**config.mk**
```make
export PLATFORM = sky130hd
export DESIGN_NAME = icv_mac
export DESIGN_NICKNAME = d
export VERILOG_FILES = /design/src/hdl/icv_pkg.sv /design/src/hdl/icv_mac.sv
export SDC_FILE = /design/constraint.sdc
export NUM_CORES = 2
export LEC_CHECK = 0
export BUFFER_PORTS_ARGS = -buffer_cell sky130_fd_sc_hd__buf_4
export CORE_MARGIN = 10
export CORE_UTILIZATION = 25
export CTS_CLUSTER_DIAMETER = 60
export DETAILED_ROUTE_END_ITERATION = 16
export MAX_ROUTING_LAYER = met4
export PLACE_DENSITY = 0.43
export SLEW_MARGIN = 20
export SYNTH_ARGS = -nofsm -noshare
export SYNTH_HDL_FRONTEND = slang
export SYNTH_SLANG_ARGS = --single-unit
export TNS_END_PERCENT = 50
```
**constraint.sdc**
```tcl
create_clock -name clk -period 6.2 [get_ports clk]
set_clock_uncertainty 0.1 [all_clocks]
set_input_delay 0.62 -clock clk [delete_from_list [all_inputs] [get_ports clk]]
set_output_delay 0.62 -clock clk [all_outputs]
set_load 0.01 [all_outputs]
```
**src/hdl/icv_pkg.sv**
```systemverilog
// Package for the 3x3 image convolution block.
// Holds field widths, register indexes and the item control struct.
// No dependencies.
package icv_pkg;

  localparam int PIX_BITS   = 8;
  localparam int COEF_BITS  = 16;
  localparam int ROW_COEFS  = 3;
  localparam int KROW_BITS  = COEF_BITS * ROW_COEFS;
  localparam int TAP_COUNT  = ROW_COEFS * ROW_COEFS;
  localparam int DIM_BITS   = 12;
  localparam int ROW_BITS   = DIM_BITS + 1;
  localparam int CHCFG_BITS = 3;
  localparam int IDX_BITS   = 3;
  localparam int PIX_MAX    = 255;

  typedef logic [PIX_BITS-1:0] pix_t;

  // Configuration register indexes
  typedef enum logic [IDX_BITS-1:0] {
    REG_FRAME_WIDTH   = 3'd0,
    REG_FRAME_HEIGHT  = 3'd1,
    REG_CHANNEL_COUNT = 3'd2,
    REG_KERNEL_TOP    = 3'd3,
    REG_KERNEL_MIDDLE = 3'd4,
    REG_KERNEL_BOTTOM = 3'd5
  } reg_index_t;

  // Per-item control that travels with a byte through the window stage
  typedef struct packed {
    logic up_ok;     // upper line store holds this frame's data
    logic lo_ok;     // lower line store holds this frame's data
    logic emit;      // item produces a result
    logic done;      // result is the last of the frame
    logic top_ok;    // output row has a row above
    logic bot_ok;    // output row has a row below
    logic left_ok;   // output column has a column to the left
    logic right_ok;  // output column has a column to the right
    pix_t newv;      // byte entering the window (zero past the frame)
  } icv_item_t;

endpackage

```
**src/hdl/icv_mac.sv**
```systemverilog
// Nine multiplies, two-level adder tree, floor and clamp to a byte,
// ending in the output register. Depends on icv_pkg.
module icv_mac import icv_pkg::*; #(
  parameter int COEF_FRAC_BITS = 8
) (
  input  logic                               clk,
  input  logic                               rst,
  input  logic                               adv,
  input  logic                               in_valid,
  input  logic                               in_done,
  input  logic [TAP_COUNT-1:0][PIX_BITS-1:0] win,
  input  logic [ROW_COEFS-1:0][KROW_BITS-1:0] kernel,
  output logic                               out_valid,
  output pix_t                               out_value,
  output logic                               out_done
);

  localparam int PROD_BITS = PIX_BITS + 1 + COEF_BITS;
  localparam int PART_BITS = PROD_BITS + 2;
  localparam int SUM_BITS  = PART_BITS + 2;
  localparam int LIMIT     = (PIX_MAX + 1) << COEF_FRAC_BITS;

  logic signed [PROD_BITS-1:0] prod_next [TAP_COUNT];
  logic signed [PROD_BITS-1:0] prod [TAP_COUNT];
  logic signed [PART_BITS-1:0] part [ROW_COEFS];
  logic signed [SUM_BITS-1:0]  sum;
  pix_t                        result;
  logic                        v3, v4, d3, d4;

  // Tap times coefficient, left column in the low bits of each row
  for (genvar i = 0; i < TAP_COUNT; i++) begin : g_mul
    assign prod_next[i] = $signed({1'b0, win[i]})
      * $signed(kernel[i / ROW_COEFS][(i % ROW_COEFS) * COEF_BITS +: COEF_BITS]);
  end

  // Final sum, floor and clamp
  always_comb begin
    sum = SUM_BITS'(part[0]) + SUM_BITS'(part[1]) + SUM_BITS'(part[2]);
    if (sum < 0) begin
      result = '0;
    end else if (sum >= $signed(SUM_BITS'(LIMIT))) begin
      result = PIX_BITS'(PIX_MAX);
    end else begin
      result = sum[COEF_FRAC_BITS +: PIX_BITS];
    end
  end

  // Valid chain
  always_ff @(posedge clk) begin
    if (rst) begin
      v3        <= 1'b0;
      v4        <= 1'b0;
      out_valid <= 1'b0;
    end else if (adv) begin
      v3        <= in_valid;
      v4        <= v3;
      out_valid <= v4;
    end
  end

  // Payload stages
  always_ff @(posedge clk) begin
    if (adv) begin
      d3 <= in_done;
      d4 <= d3;
      out_done <= d4;
      out_value <= result;
      for (int i = 0; i < TAP_COUNT; i++) begin
        prod[i] <= prod_next[i];
      end
      for (int r = 0; r < ROW_COEFS; r++) begin
        part[r] <= PART_BITS'(prod[3*r]) + PART_BITS'(prod[3*r+1]) + PART_BITS'(prod[3*r+2]);
      end
    end
  end

endmodule

```
==> metrics.txt <==
status finished clean; initial core utilization 25.2%; MaxCap Viol Count 0; Leak 31.3 nW; Die W 498 um; worst hold path startpoint rst; Die Height 498 um; via count 38,700; Net Count, Synth 7,763; share of layout cells above drive strength 1 5.52%; reg2reg setup slack 1.34 ns; Synth Area per Inst 9.59 sq um; Final Instance Area 64,100 sq um; Initial DRT Pass Iterations 5; critical path class primary input to flop; Final #Nets 7,973; htree depth 2; DP Area 62,600 sq um; GR Util All Layers 12.0%; CP Capture Type flop; deepest clock path buffer count 3; WHS Endpoint v3; drt initial violations 1,668; Post-Route WL 145 mm; Relative slew margins 27.6%; Post-CTS Hold Buffers 0; Post-DP HPWL 124 mm; vias in the first global route 41,900; latest clock arrival within the worst-skew pair 0.60 ns; commonest cells after routing, fill and taps aside 1,480 x inv_1, 1,024 x fa_1, 646 x nand2_1; power per cell area 572 nW/um^2; YS warnings 0; CTS tree built; clock slew at reported path FFs 0.05 ns; hold depth 2; min Tclk post-route 5.46 ns; die area 248,000 sq um; VDD IR max 330 uV; slowest cell delay on critical path 0.54 ns; Reg2Reg Depth 14; largest net degree at the start of global routing 130; Sink Count 320; Hold Path Class primary input to flop; post-CTS setup buffer count 0; Buf/Inv on CP 4; post-route ant nets 0; Post-Syn Area 57,200 sq um; first-pass GRT wire length 235 mm; Critical R2R Launch part[0][55]; RSZ-0062 raised after global routing false; root buf cell clkbuf_16; crit path from win[48]; Worst Path Required 6.42 ns; Remaining DRCs 0; commonest non-fill, non-tap cell in the layout inv_1; crit-path leading delay family adder cells; CP arrival 5.68 ns; Critical Path Fanout Max 16; post-cts repair resize count 0; IO Port Bufs 230; vias per inst 4.19; sequential-to-total area share from yosys stat 16.7%; startpoint types primary input; worst-margin pin slew 1.06 ns; Max Slew Vio Count 0; Final period util 88.1%; FMAX 183 MHz; Reg2Reg Capture Point out_value[4]; top_reg_cell synth edfxtp_1; Setup Viol. Count Final 0; CP dominant cell by count fa_1; Core ar. 227,000 sq um; Synth Register Bits 320; total gr overflow 0; critical-path cell list buf_4 > nand2_1 > fa_1 > inv_1 > fa_1 > inv_1 > fa_1 > fa_1 > inv_1 > ha_1 > o21ai_0 > a21boi_0 > o41a_1 > a2111oi_0 > o21bai_1 > a311o_1 > a31o_2 > a21oi_1 > xnor2_1; Post-synth EDFFs 317; number of CTS-inserted buffers 46; initial antenna violation count 22; count of final hold-check violations 0; setup TNS 0 ns; Post-Syn Instances 5,966; Crit-path slowest cell fa_1; post-DR wirelength/cell 15.7 um; gpl congestion 0.806; Synth cell types 68; Async S/R FF share, synth 0%; I/O pin total 231; Rows 175; Area Overhead vs Synth 12.1%
-- layer usage --
| layer | vias up | part of all wire (%) | GRT usage, % | wire length [um] |
|---|---|---|---|---|
| li1 | 18700 | - | - | - |
| met1 | 19400 | 50 | 16.7 | 72200 |
| met2 | 417 | 46 | 19.1 | 66500 |
| met3 | 109 | 3.0 | 1.74 | 4290 |
| met4 | 0 | 1.3 | 1.83 | 1950 |
| met5 | - | 0 | - | 0 |
-- metrics by stage --
| step | power, mW | worst slack [ns] | util (%) | cells | hold slack [ns] |
|---|---|---|---|---|---|
| 6_report | 36.7 | 0.738 | 28.2 | 9237 | 0.112 |
| 5_1_grt | 41.3 | 0.547 | 28.2 | 9237 | 0.0749 |
| 4_1_cts | 37.6 | 0.789 | 28.2 | 9218 | 0.0542 |
| 3_5_place_dp | 34.5 | 0.152 | 27.5 | 9137 | 0.307 |
| 3_3_place_gp | 34.6 | 0.145 | 27.5 | 9137 | 0.306 |
| 2_1_floorplan | 26.6 | 0.553 | - | 5966 | 0.300 |
-- worst register-to-register path, stage by stage, from the launching register on --
cell and delay, ns:
edfxtp_1 0.48, fa_1 0.53, ha_1 0.16, inv_1 0.06, fa_1 0.41, nor2b_1 0.12, o2111ai_1 0.20, a21o_1 0.25
a211oi_2 0.27, o21ai_1 0.14, a31oi_1 0.24, mux2i_1 0.10, or4_1 0.46, or4_1 0.65, o31a_1 0.42
-- cell type report --
| class | count | area (sq um) |
|---|---|---|
| timing repair buffer | 248 | 1890 |
| sequential | 320 | 9580 |
| clock inverter | 32 | 342 |
| inverter | 1480 | 5560 |
| fill | 24200 | 163000 |
| tap | 3009 | 3760 |
| clock buffer | 49 | 1180 |
| multi-input combinational | 4080 | 41800 |
| antenna | 19 | 47.5 |
-- cell families (layout without fill, tap and decap cells) --
logic type | Yosys count | after routing | synth area share, %
other | 0 | 19 | 0
AOI/OAI and AO/OA | 574 | 574 | 6.43
xor gates and xnor gates | 276 | 276 | 4.22
and+or+nand+nor | 1647 | 1647 | 14.3
buffers and inverters | 1566 | 1809 | 10.3
adders and majority gates | 1576 | 1576 | 47.9
muxes | 7 | 7 | 0.122
DFF | 320 | 320 | 16.7
-- flip-flops by register name, summed over array words and instances (netlist names) --
signal     flops
out_valid      1
out_value      8
d3             1
d4             1
part          81
prod         225
v3             1
out_done       1
v4             1
-- cells in the mapped netlist, types with 13 or more instances --
cell type / count / area (sq um)
and2_1: 613 / 3830
o21a_1: 36 / 270
fa_1: 1024 / 20500
o21ai_0: 111 / 556
o21bai_1: 20 / 150
ha_1: 552 / 6910
nor3_1: 48 / 240
inv_1: 1480 / 5560
nor2b_1: 44 / 275
and3_1: 13 / 81.3
nand2_1: 646 / 2420
nand2b_1: 28 / 175
a211oi_1: 14 / 105
nand3_1: 45 / 225
a21o_1: 69 / 518
o31ai_1: 15 / 113
xnor2_1: 220 / 1930
nor2_1: 162 / 608
xor2_1: 56 / 490
edfxtp_1: 317 / 9520
a31oi_1: 15 / 93.8
a21oi_1: 185 / 926
a21boi_0: 16 / 120
o31a_1: 13 / 114
clkbuf_1: 82 / 308
-- power breakdown --
group | internal [mW] | switching (mW) | leakage [nW]
Combinational | 12.1 | 15.9 | 27.5
Sequential | 5.09 | 0.917 | 3.12
Clock | 1.60 | 1.07 | 0.734
-- how the worst max path moves through the flow --
stage                     depth (start not counted)  slack [ns]           end
final                                            19        0.74  prod[0][174]
after global routing                             19        0.55  prod[0][174]
after CTS                                        19        0.79  prod[0][174]
after detailed placement                         19        0.15  prod[0][174]
after global placement                           19        0.15  prod[0][174]
after floorplan                                  19        0.55  prod[0][174]
Note: power is estimated with default switching activity, not from simulation.
