## src/hdl/icv_pkg.sv

```systemverilog
// Package for the 3x3 image convolution block.
// Holds field widths, register indexes and the item control struct.
// No dependencies.
package icv_pkg;

  localparam int PIX_BITS   = 8;
  localparam int COEF_BITS  = 16;
  localparam int ROW_COEFS  = 3;
  localparam int KROW_BITS  = COEF_BITS * ROW_COEFS;
  localparam int TAP_COUNT  = ROW_COEFS * ROW_COEFS;
  localparam int DIM_BITS   = 12;
  localparam int ROW_BITS   = DIM_BITS + 1;
  localparam int CHCFG_BITS = 3;
  localparam int IDX_BITS   = 3;
  localparam int PIX_MAX    = 255;

  typedef logic [PIX_BITS-1:0] pix_t;

  // Configuration register indexes
  typedef enum logic [IDX_BITS-1:0] {
    REG_FRAME_WIDTH   = 3'd0,
    REG_FRAME_HEIGHT  = 3'd1,
    REG_CHANNEL_COUNT = 3'd2,
    REG_KERNEL_TOP    = 3'd3,
    REG_KERNEL_MIDDLE = 3'd4,
    REG_KERNEL_BOTTOM = 3'd5
  } reg_index_t;

  // Per-item control that travels with a byte through the window stage
  typedef struct packed {
    logic up_ok;     // upper line store holds this frame's data
    logic lo_ok;     // lower line store holds this frame's data
    logic emit;      // item produces a result
    logic done;      // result is the last of the frame
    logic top_ok;    // output row has a row above
    logic bot_ok;    // output row has a row below
    logic left_ok;   // output column has a column to the left
    logic right_ok;  // output column has a column to the right
    pix_t newv;      // byte entering the window (zero past the frame)
  } icv_item_t;

endpackage

```

## src/hdl/icv_seq.sv

```systemverilog
// Position sequencer: input and output row/column/channel counters,
// line store address, flush handling and frame end. Depends on icv_pkg.
module icv_seq import icv_pkg::*; #(
  parameter int ADDR_BITS = 13,
  parameter int CIDX = 2
) (
  input  logic                 clk,
  input  logic                 rst,
  input  logic                 clear,
  input  logic                 proc,
  input  logic                 mode,
  input  pix_t                 pixel_value,
  input  logic [DIM_BITS-1:0]  w_m1,
  input  logic [DIM_BITS-1:0]  h_m1,
  input  logic [CIDX-1:0]      ch_m1,
  output logic                 drop,
  output icv_item_t            item,
  output logic [ADDR_BITS-1:0] idx
);

  logic [ROW_BITS-1:0]  in_row;
  logic [DIM_BITS-1:0]  in_col;
  logic [CIDX-1:0]      in_chan;
  logic [ADDR_BITS-1:0] lin;
  logic [DIM_BITS-1:0]  out_row;
  logic [DIM_BITS-1:0]  out_col;
  logic [CIDX-1:0]      out_chan;
  logic                 in_frame;

  // Item classification from the current positions
  always_comb begin
    in_frame      = in_row <= {1'b0, h_m1};
    drop          = mode && in_frame;
    idx           = lin;
    item.newv     = in_frame ? pixel_value : '0;
    item.up_ok    = in_row >= ROW_BITS'(2);
    item.lo_ok    = in_row != '0;
    item.emit     = (in_row >= ROW_BITS'(2)) || ((in_row == ROW_BITS'(1)) && (in_col != '0));
    item.top_ok   = out_row != '0;
    item.bot_ok   = out_row < h_m1;
    item.left_ok  = out_col != '0;
    item.right_ok = out_col < w_m1;
    item.done     = (out_row == h_m1) && (out_col == w_m1) && (out_chan == ch_m1);
  end

  // Counter update per processed transaction
  always_ff @(posedge clk) begin
    if (rst || clear || (proc && item.emit && item.done)) begin
      in_row   <= '0;
      in_col   <= '0;
      in_chan  <= '0;
      lin      <= '0;
      out_row  <= '0;
      out_col  <= '0;
      out_chan <= '0;
    end else if (proc) begin
      if (in_chan == ch_m1) begin
        in_chan <= '0;
        if (in_col == w_m1) begin
          in_col <= '0;
          in_row <= in_row + ROW_BITS'(1);
          lin    <= '0;
        end else begin
          in_col <= in_col + DIM_BITS'(1);
          lin    <= lin + ADDR_BITS'(1);
        end
      end else begin
        in_chan <= in_chan + CIDX'(1);
        lin     <= lin + ADDR_BITS'(1);
      end
      if (item.emit) begin
        if (out_chan == ch_m1) begin
          out_chan <= '0;
          if (out_col == w_m1) begin
            out_col <= '0;
            out_row <= out_row + DIM_BITS'(1);
          end else begin
            out_col <= out_col + DIM_BITS'(1);
          end
        end else begin
          out_chan <= out_chan + CIDX'(1);
        end
      end
    end
  end

`ifndef SYNTHESIS
  a_done_clears: assert property (@(posedge clk) disable iff (rst)
    (proc && item.emit && item.done) |=> (in_row == '0 && out_row == '0 && out_col == '0))
    else $error("frame end did not clear positions");
  a_clear_resets: assert property (@(posedge clk) disable iff (rst)
    clear |=> (in_row == '0 && lin == '0 && out_chan == '0))
    else $error("geometry write did not clear positions");
  a_out_lags_in: assert property (@(posedge clk) disable iff (rst)
    {1'b0, out_row} <= in_row)
    else $error("output row ahead of input row");
`endif

endmodule

```

## config.mk

```make
export PLATFORM = sky130hd
export DESIGN_NAME = icv_seq
export DESIGN_NICKNAME = d
export VERILOG_FILES = /design/src/hdl/icv_pkg.sv /design/src/hdl/icv_seq.sv
export SDC_FILE = /design/constraint.sdc
export NUM_CORES = 1
export LEC_CHECK = 0
export BUFFER_PORTS_ARGS = -buffer_cell sky130_fd_sc_hd__buf_2
export CAP_MARGIN = 20
export CORE_UTILIZATION = 45
export CTS_CLUSTER_SIZE = 8
export DETAILED_ROUTE_END_ITERATION = 10
export MAX_ROUTING_LAYER = met4
export PLACE_DENSITY = 0.77
export SYNTH_ARGS = -nofsm -noshare
export SYNTH_HDL_FRONTEND = slang
export SYNTH_SLANG_ARGS = --single-unit
```

## constraint.sdc

```tcl
create_clock -name clk -period 4.2 [get_ports clk]
set_clock_uncertainty 0.1 [all_clocks]
set_input_delay 0.63 -clock clk [delete_from_list [all_inputs] [get_ports clk]]
set_output_delay 0.63 -clock clk [all_outputs]
set_load 0.1 [all_outputs]
```

==> run summary <==
The post-cts sizing count is 0. The number of nets in the synthesized netlist is 605. The capture endpoint of the worst hold path is out_chan[1]$_SDFFE_PP0P_. After filler insertion, the fill cell instance count of the layout stands at 868.

The aggregate negative setup slack came out at 0 ns. The worst stage delay on the critical path came out at 0.49 ns. The number of buffers added on ports is 68. The total number of vias is 3778. Summed over all layers, the routed wires come to 9510 µm. The flip-flop and latch count after synthesis came out at 66. The internal power is 1.07 mW. The global-route wire length before repair came out at 16100 µm. The xor/xnor share of the synthesized area is 12.4%. The depth of the worst register-to-register path is 8.

The origin of the worst min-delay path is out_chan[1]$_SDFFE_PP0P_. STA puts the critical path data required time at 3.47 ns. The max-slew violation count came out at 0. Setup repair after global routing left no endpoint under its margin. The classification of the worst-slack hold path is reg2reg. The worst-case clock buffer depth is 2. The number of different library cells used by synthesis comes to 57. By area, the combinational part of the netlist is dominated by simple AND/OR/NAND/NOR gates. The mapped netlist covers 4450 µm². The worst-skew pair later-pin latency is 0.35 ns. The number of enable-type register cells in the synthesized netlist came out at 0. The routed design could run at a clock period as short as 3.48 ns. In the routed design, unresolved DRC markers number 0. In the global route stage, overall resource usage came out at 20.4%. Clock tree synthesis inserted a total of 9 buffers.

The critical path capture point type is an output port. The relative slew slack came out at 50.4%. The area inside the core boundary came out at 9420 µm².

The synthesis-to-finish area growth came out at 16.1%. In the synthesized netlist, mux cells make up 1.13% of the area. The fraction of final layout cells sized beyond drive strength 1 came out at 21.1%. For this design the top-level I/O count stands at 69. Static timing analysis puts the maximum clock frequency at 287 MHz. The worst register-to-register path begins at out_col[0]$_SDFFE_PP0P_. The cell count of the worst hold path came out at 2.

The final net count came out at 677. The multi-input gate area in the final layout came out at 2920 µm². The number of sinks handled by clock tree synthesis came out at 66. The critical path is of the in2out type.

The arrival time at the worst endpoint is 2.75 ns. The endpoint identified for the worst register-to-register timing path is out_row[2]$_SDFFE_PP0P_. The slew of the pin with the lowest slew margin is 0.738 ns.

At the end of the flow the core is filled with cells to 54.9%. The number of DRC markers in iteration 0 came out at 142. The deepest level of the CTS H-tree came out at 3. The cell area after placement came out at 4920 µm². The fraction of power spent switching nets is 25.4%. The fraction of the mapped netlist area in simple logic gates came out at 28.7%. The worst-path maximum fanout came out at 9.

Sequential cells were found to cover 29.7% of the synthesized design area. The tool flagged a number of max-cap violations equal to 0. Counting stages on the worst path, the most repeated cell is buf_2. The part of the total power dissipated in sequential elements came out at 43.8%. The total half-perimeter wirelength after legalization and detailed placement came out at 7390 µm.

The die is 101 µm tall. The cell count after placement is 709. The worst setup path is launched from an input pin. For this design the ratio of total power to cell area is 278 nW/µm².

The most common cell after layout, fill and taps aside is buf_2. The via count of the first global-routing pass came out at 3638. The slowest stage of the critical path belongs to the cell o41a_1. At the end of routability-driven placement, the weighted congestion stood at 0.905. The row count came out at 35. The clock tree from TritonCTS is done. The number of setup buffers added after CTS is 0. The routed length per instance came out at 13.1 µm. The fraction of synthesis flops using an asynchronous set or reset pin came out at 0%. The part of the cycle the worst path needs came out at 82.9%. The most used flip-flop cell after synthesis is dfxtp_1. The pin count of the biggest net entering global routing came out at 27. The post-placement worst setup slack came out at 0.714 ns. The maximum VDD drop is 0.000170 V. The reported leakage power is 2.28 nW. Measured along the x axis, the die boundary spans 101 µm.

The quantity of hold-fixing buffers added after cts is 0. The hold violation total from the final report came to 0. The share of the synthesized area in compound gates (AO/OA/AOI/OAI) is 9.79%. The Yosys step of the flow raised 0 warnings. The flip-flop and latch area is 1320 µm². The number of antenna violations at the first check in global routing came to 0. The via-per-instance ratio is 5.21. The cell count after synthesis came out at 519. The floorplan die area is 10300 µm². Excluding fillers, the count of instances in the completed layout stands at 725. Clock tree synthesis selected as its root buffer the cell clkbuf_8. The register-to-register path setup slack came out at 1.28 ns. Traced cell by cell, the critical path runs through buf_2 > inv_1 > ha_1 > a21o_1 > a211o_1 > o211ai_1 > a21oi_1 > o41a_1 > nor2b_1 > buf_2. The clock transition at the register clock pins on the worst setup and hold paths after CTS came out at 0.07 ns.

The remaining antenna violation count came out at 0. The library cells used most frequently in the layout, excluding fill and tap cells, are buf_2 (69), dfxtp_1 (66), nor2_1 (54), ha_1 (47), inv_1 (37). The post-layout worst setup margin came out at 0.717 ns.

The first TritonRoute pass finished after 4 iterations. The number of antenna repair diodes is 0. The switching component of the power is 365 µW. The power share of the combinational group came out at 9.7%. The initial core utilization came out at 47.2%. After synthesis, the mean cell area works out to 8.57 µm². The area share of fa/ha/maj cells after synthesis is 13.2%. Once layout is done, the placed cells without fillers occupy 5170 µm². The flow ran to the end, and the final reports show no timing, DRC or antenna violations. The total grt overflow is 0. In this run, the clock network consumes 46.5% of the power. The number of setup violations in the final report is 0.
-- critical path: cells and delay by family --
family | cells | cell delay, ns
buffers and inverters | 3 | 0.56
AND/OR/NAND/NOR | 1 | 0.14
AO/OA/AOI/OAI | 5 | 1.11
adder cells (fa/ha/maj) | 1 | 0.31
-- per-stage QoR --
step / hold slack (ns) / total power [mW]
global placement: 0.386 / 0.778
global route: 0.452 / 1.49
floorplan: 0.369 / 0.743
detailed placement: 0.408 / 0.782
CTS: 0.423 / 1.45
finish: 0.422 / 1.43
-- power groups by stage --
stage	logic (mW)	clock network, mW	registers, mW
after floorplan	0.0957	0	0.647
after global placement	0.135	0	0.643
after detailed placement	0.139	0	0.643
after CTS	0.140	0.680	0.628
after global routing	0.151	0.710	0.629
final	0.139	0.666	0.628
-- layout make-up --
| type | count | area share, % |
|---|---|---|
| multi-input cells | 403 | 56.5 |
| flip-flops and latches | 66 | 25.6 |
| repair buffers | 73 | 7.27 |
| well taps | 129 | 3.12 |
| inverters | 38 | 2.76 |
| clock inverters | 7 | 2.42 |
| clock buffers | 9 | 2.40 |
-- layer usage --
| metal | GRT usage, % | wire length (µm) | up-vias |
|---|---|---|---|
| met5 | - | 0 | - |
| met4 | 9.59 | 252 | 0 |
| met3 | 3.86 | 216 | 27 |
| met2 | 33.3 | 4640 | 49 |
| met1 | 24.3 | 4400 | 1759 |
| li1 | - | - | 1943 |
-- worst max path at each step --
stage,start,endpoint,slack (ns),cells after the start
2_1_floorplan,h_m1[6],drop,0.1,8
3_3_place_gp,h_m1[6],item[3],0.80,10
3_5_place_dp,h_m1[6],item[3],0.71,10
4_1_cts,h_m1[6],item[3],0.71,10
5_1_grt,in_row[6]$_SDFFE_PP0P_,item[4],0.52,8
6_report,h_m1[6],item[3],0.72,10
-- state kept, by name, summed over array words and instances (netlist names) --
register,count
in_chan,2
out_chan,2
out_col,12
out_row,12
idx,13
in_col,12
in_row,13
-- cell usage after synthesis, types with 4 or more instances --
| library cell | number | share of area (%) |
|---|---|---|
| dfxtp_1 | 66 | 30 |
| or3b_2 | 5 | 0.98 |
| nand3_1 | 29 | 3.3 |
| nand2b_1 | 4 | 0.56 |
| nor3_1 | 10 | 1.1 |
| nand2_1 | 22 | 1.9 |
| nor2_1 | 54 | 4.6 |
| nand4_1 | 22 | 3.1 |
| ha_1 | 47 | 13 |
| inv_1 | 37 | 3.1 |
| o21ai_0 | 15 | 1.7 |
| nor2_2 | 10 | 1.4 |
| a21o_1 | 9 | 1.5 |
| clkbuf_1 | 6 | 0.51 |
| mux2i_1 | 5 | 1.1 |
| xor2_1 | 35 | 6.9 |
| nor4_1 | 4 | 0.56 |
| and3_1 | 17 | 2.4 |
| nor2_4 | 10 | 2.5 |
| a21oi_1 | 19 | 2.1 |
| xnor2_1 | 28 | 5.5 |
| nor2b_1 | 14 | 2.0 |
-- logic make-up (layout without fill, tap and decap cells) --
logic type,after synthesis,in the layout
AOI/OAI and AO/OA,64,64
adders and majority gates,47,47
muxes,5,5
buffers and inverters,50,127
xor gates and xnor gates,63,63
and+or+nand+nor,224,224
DFF,66,66
No activity file was read; power rests on OpenSTA's default activity.
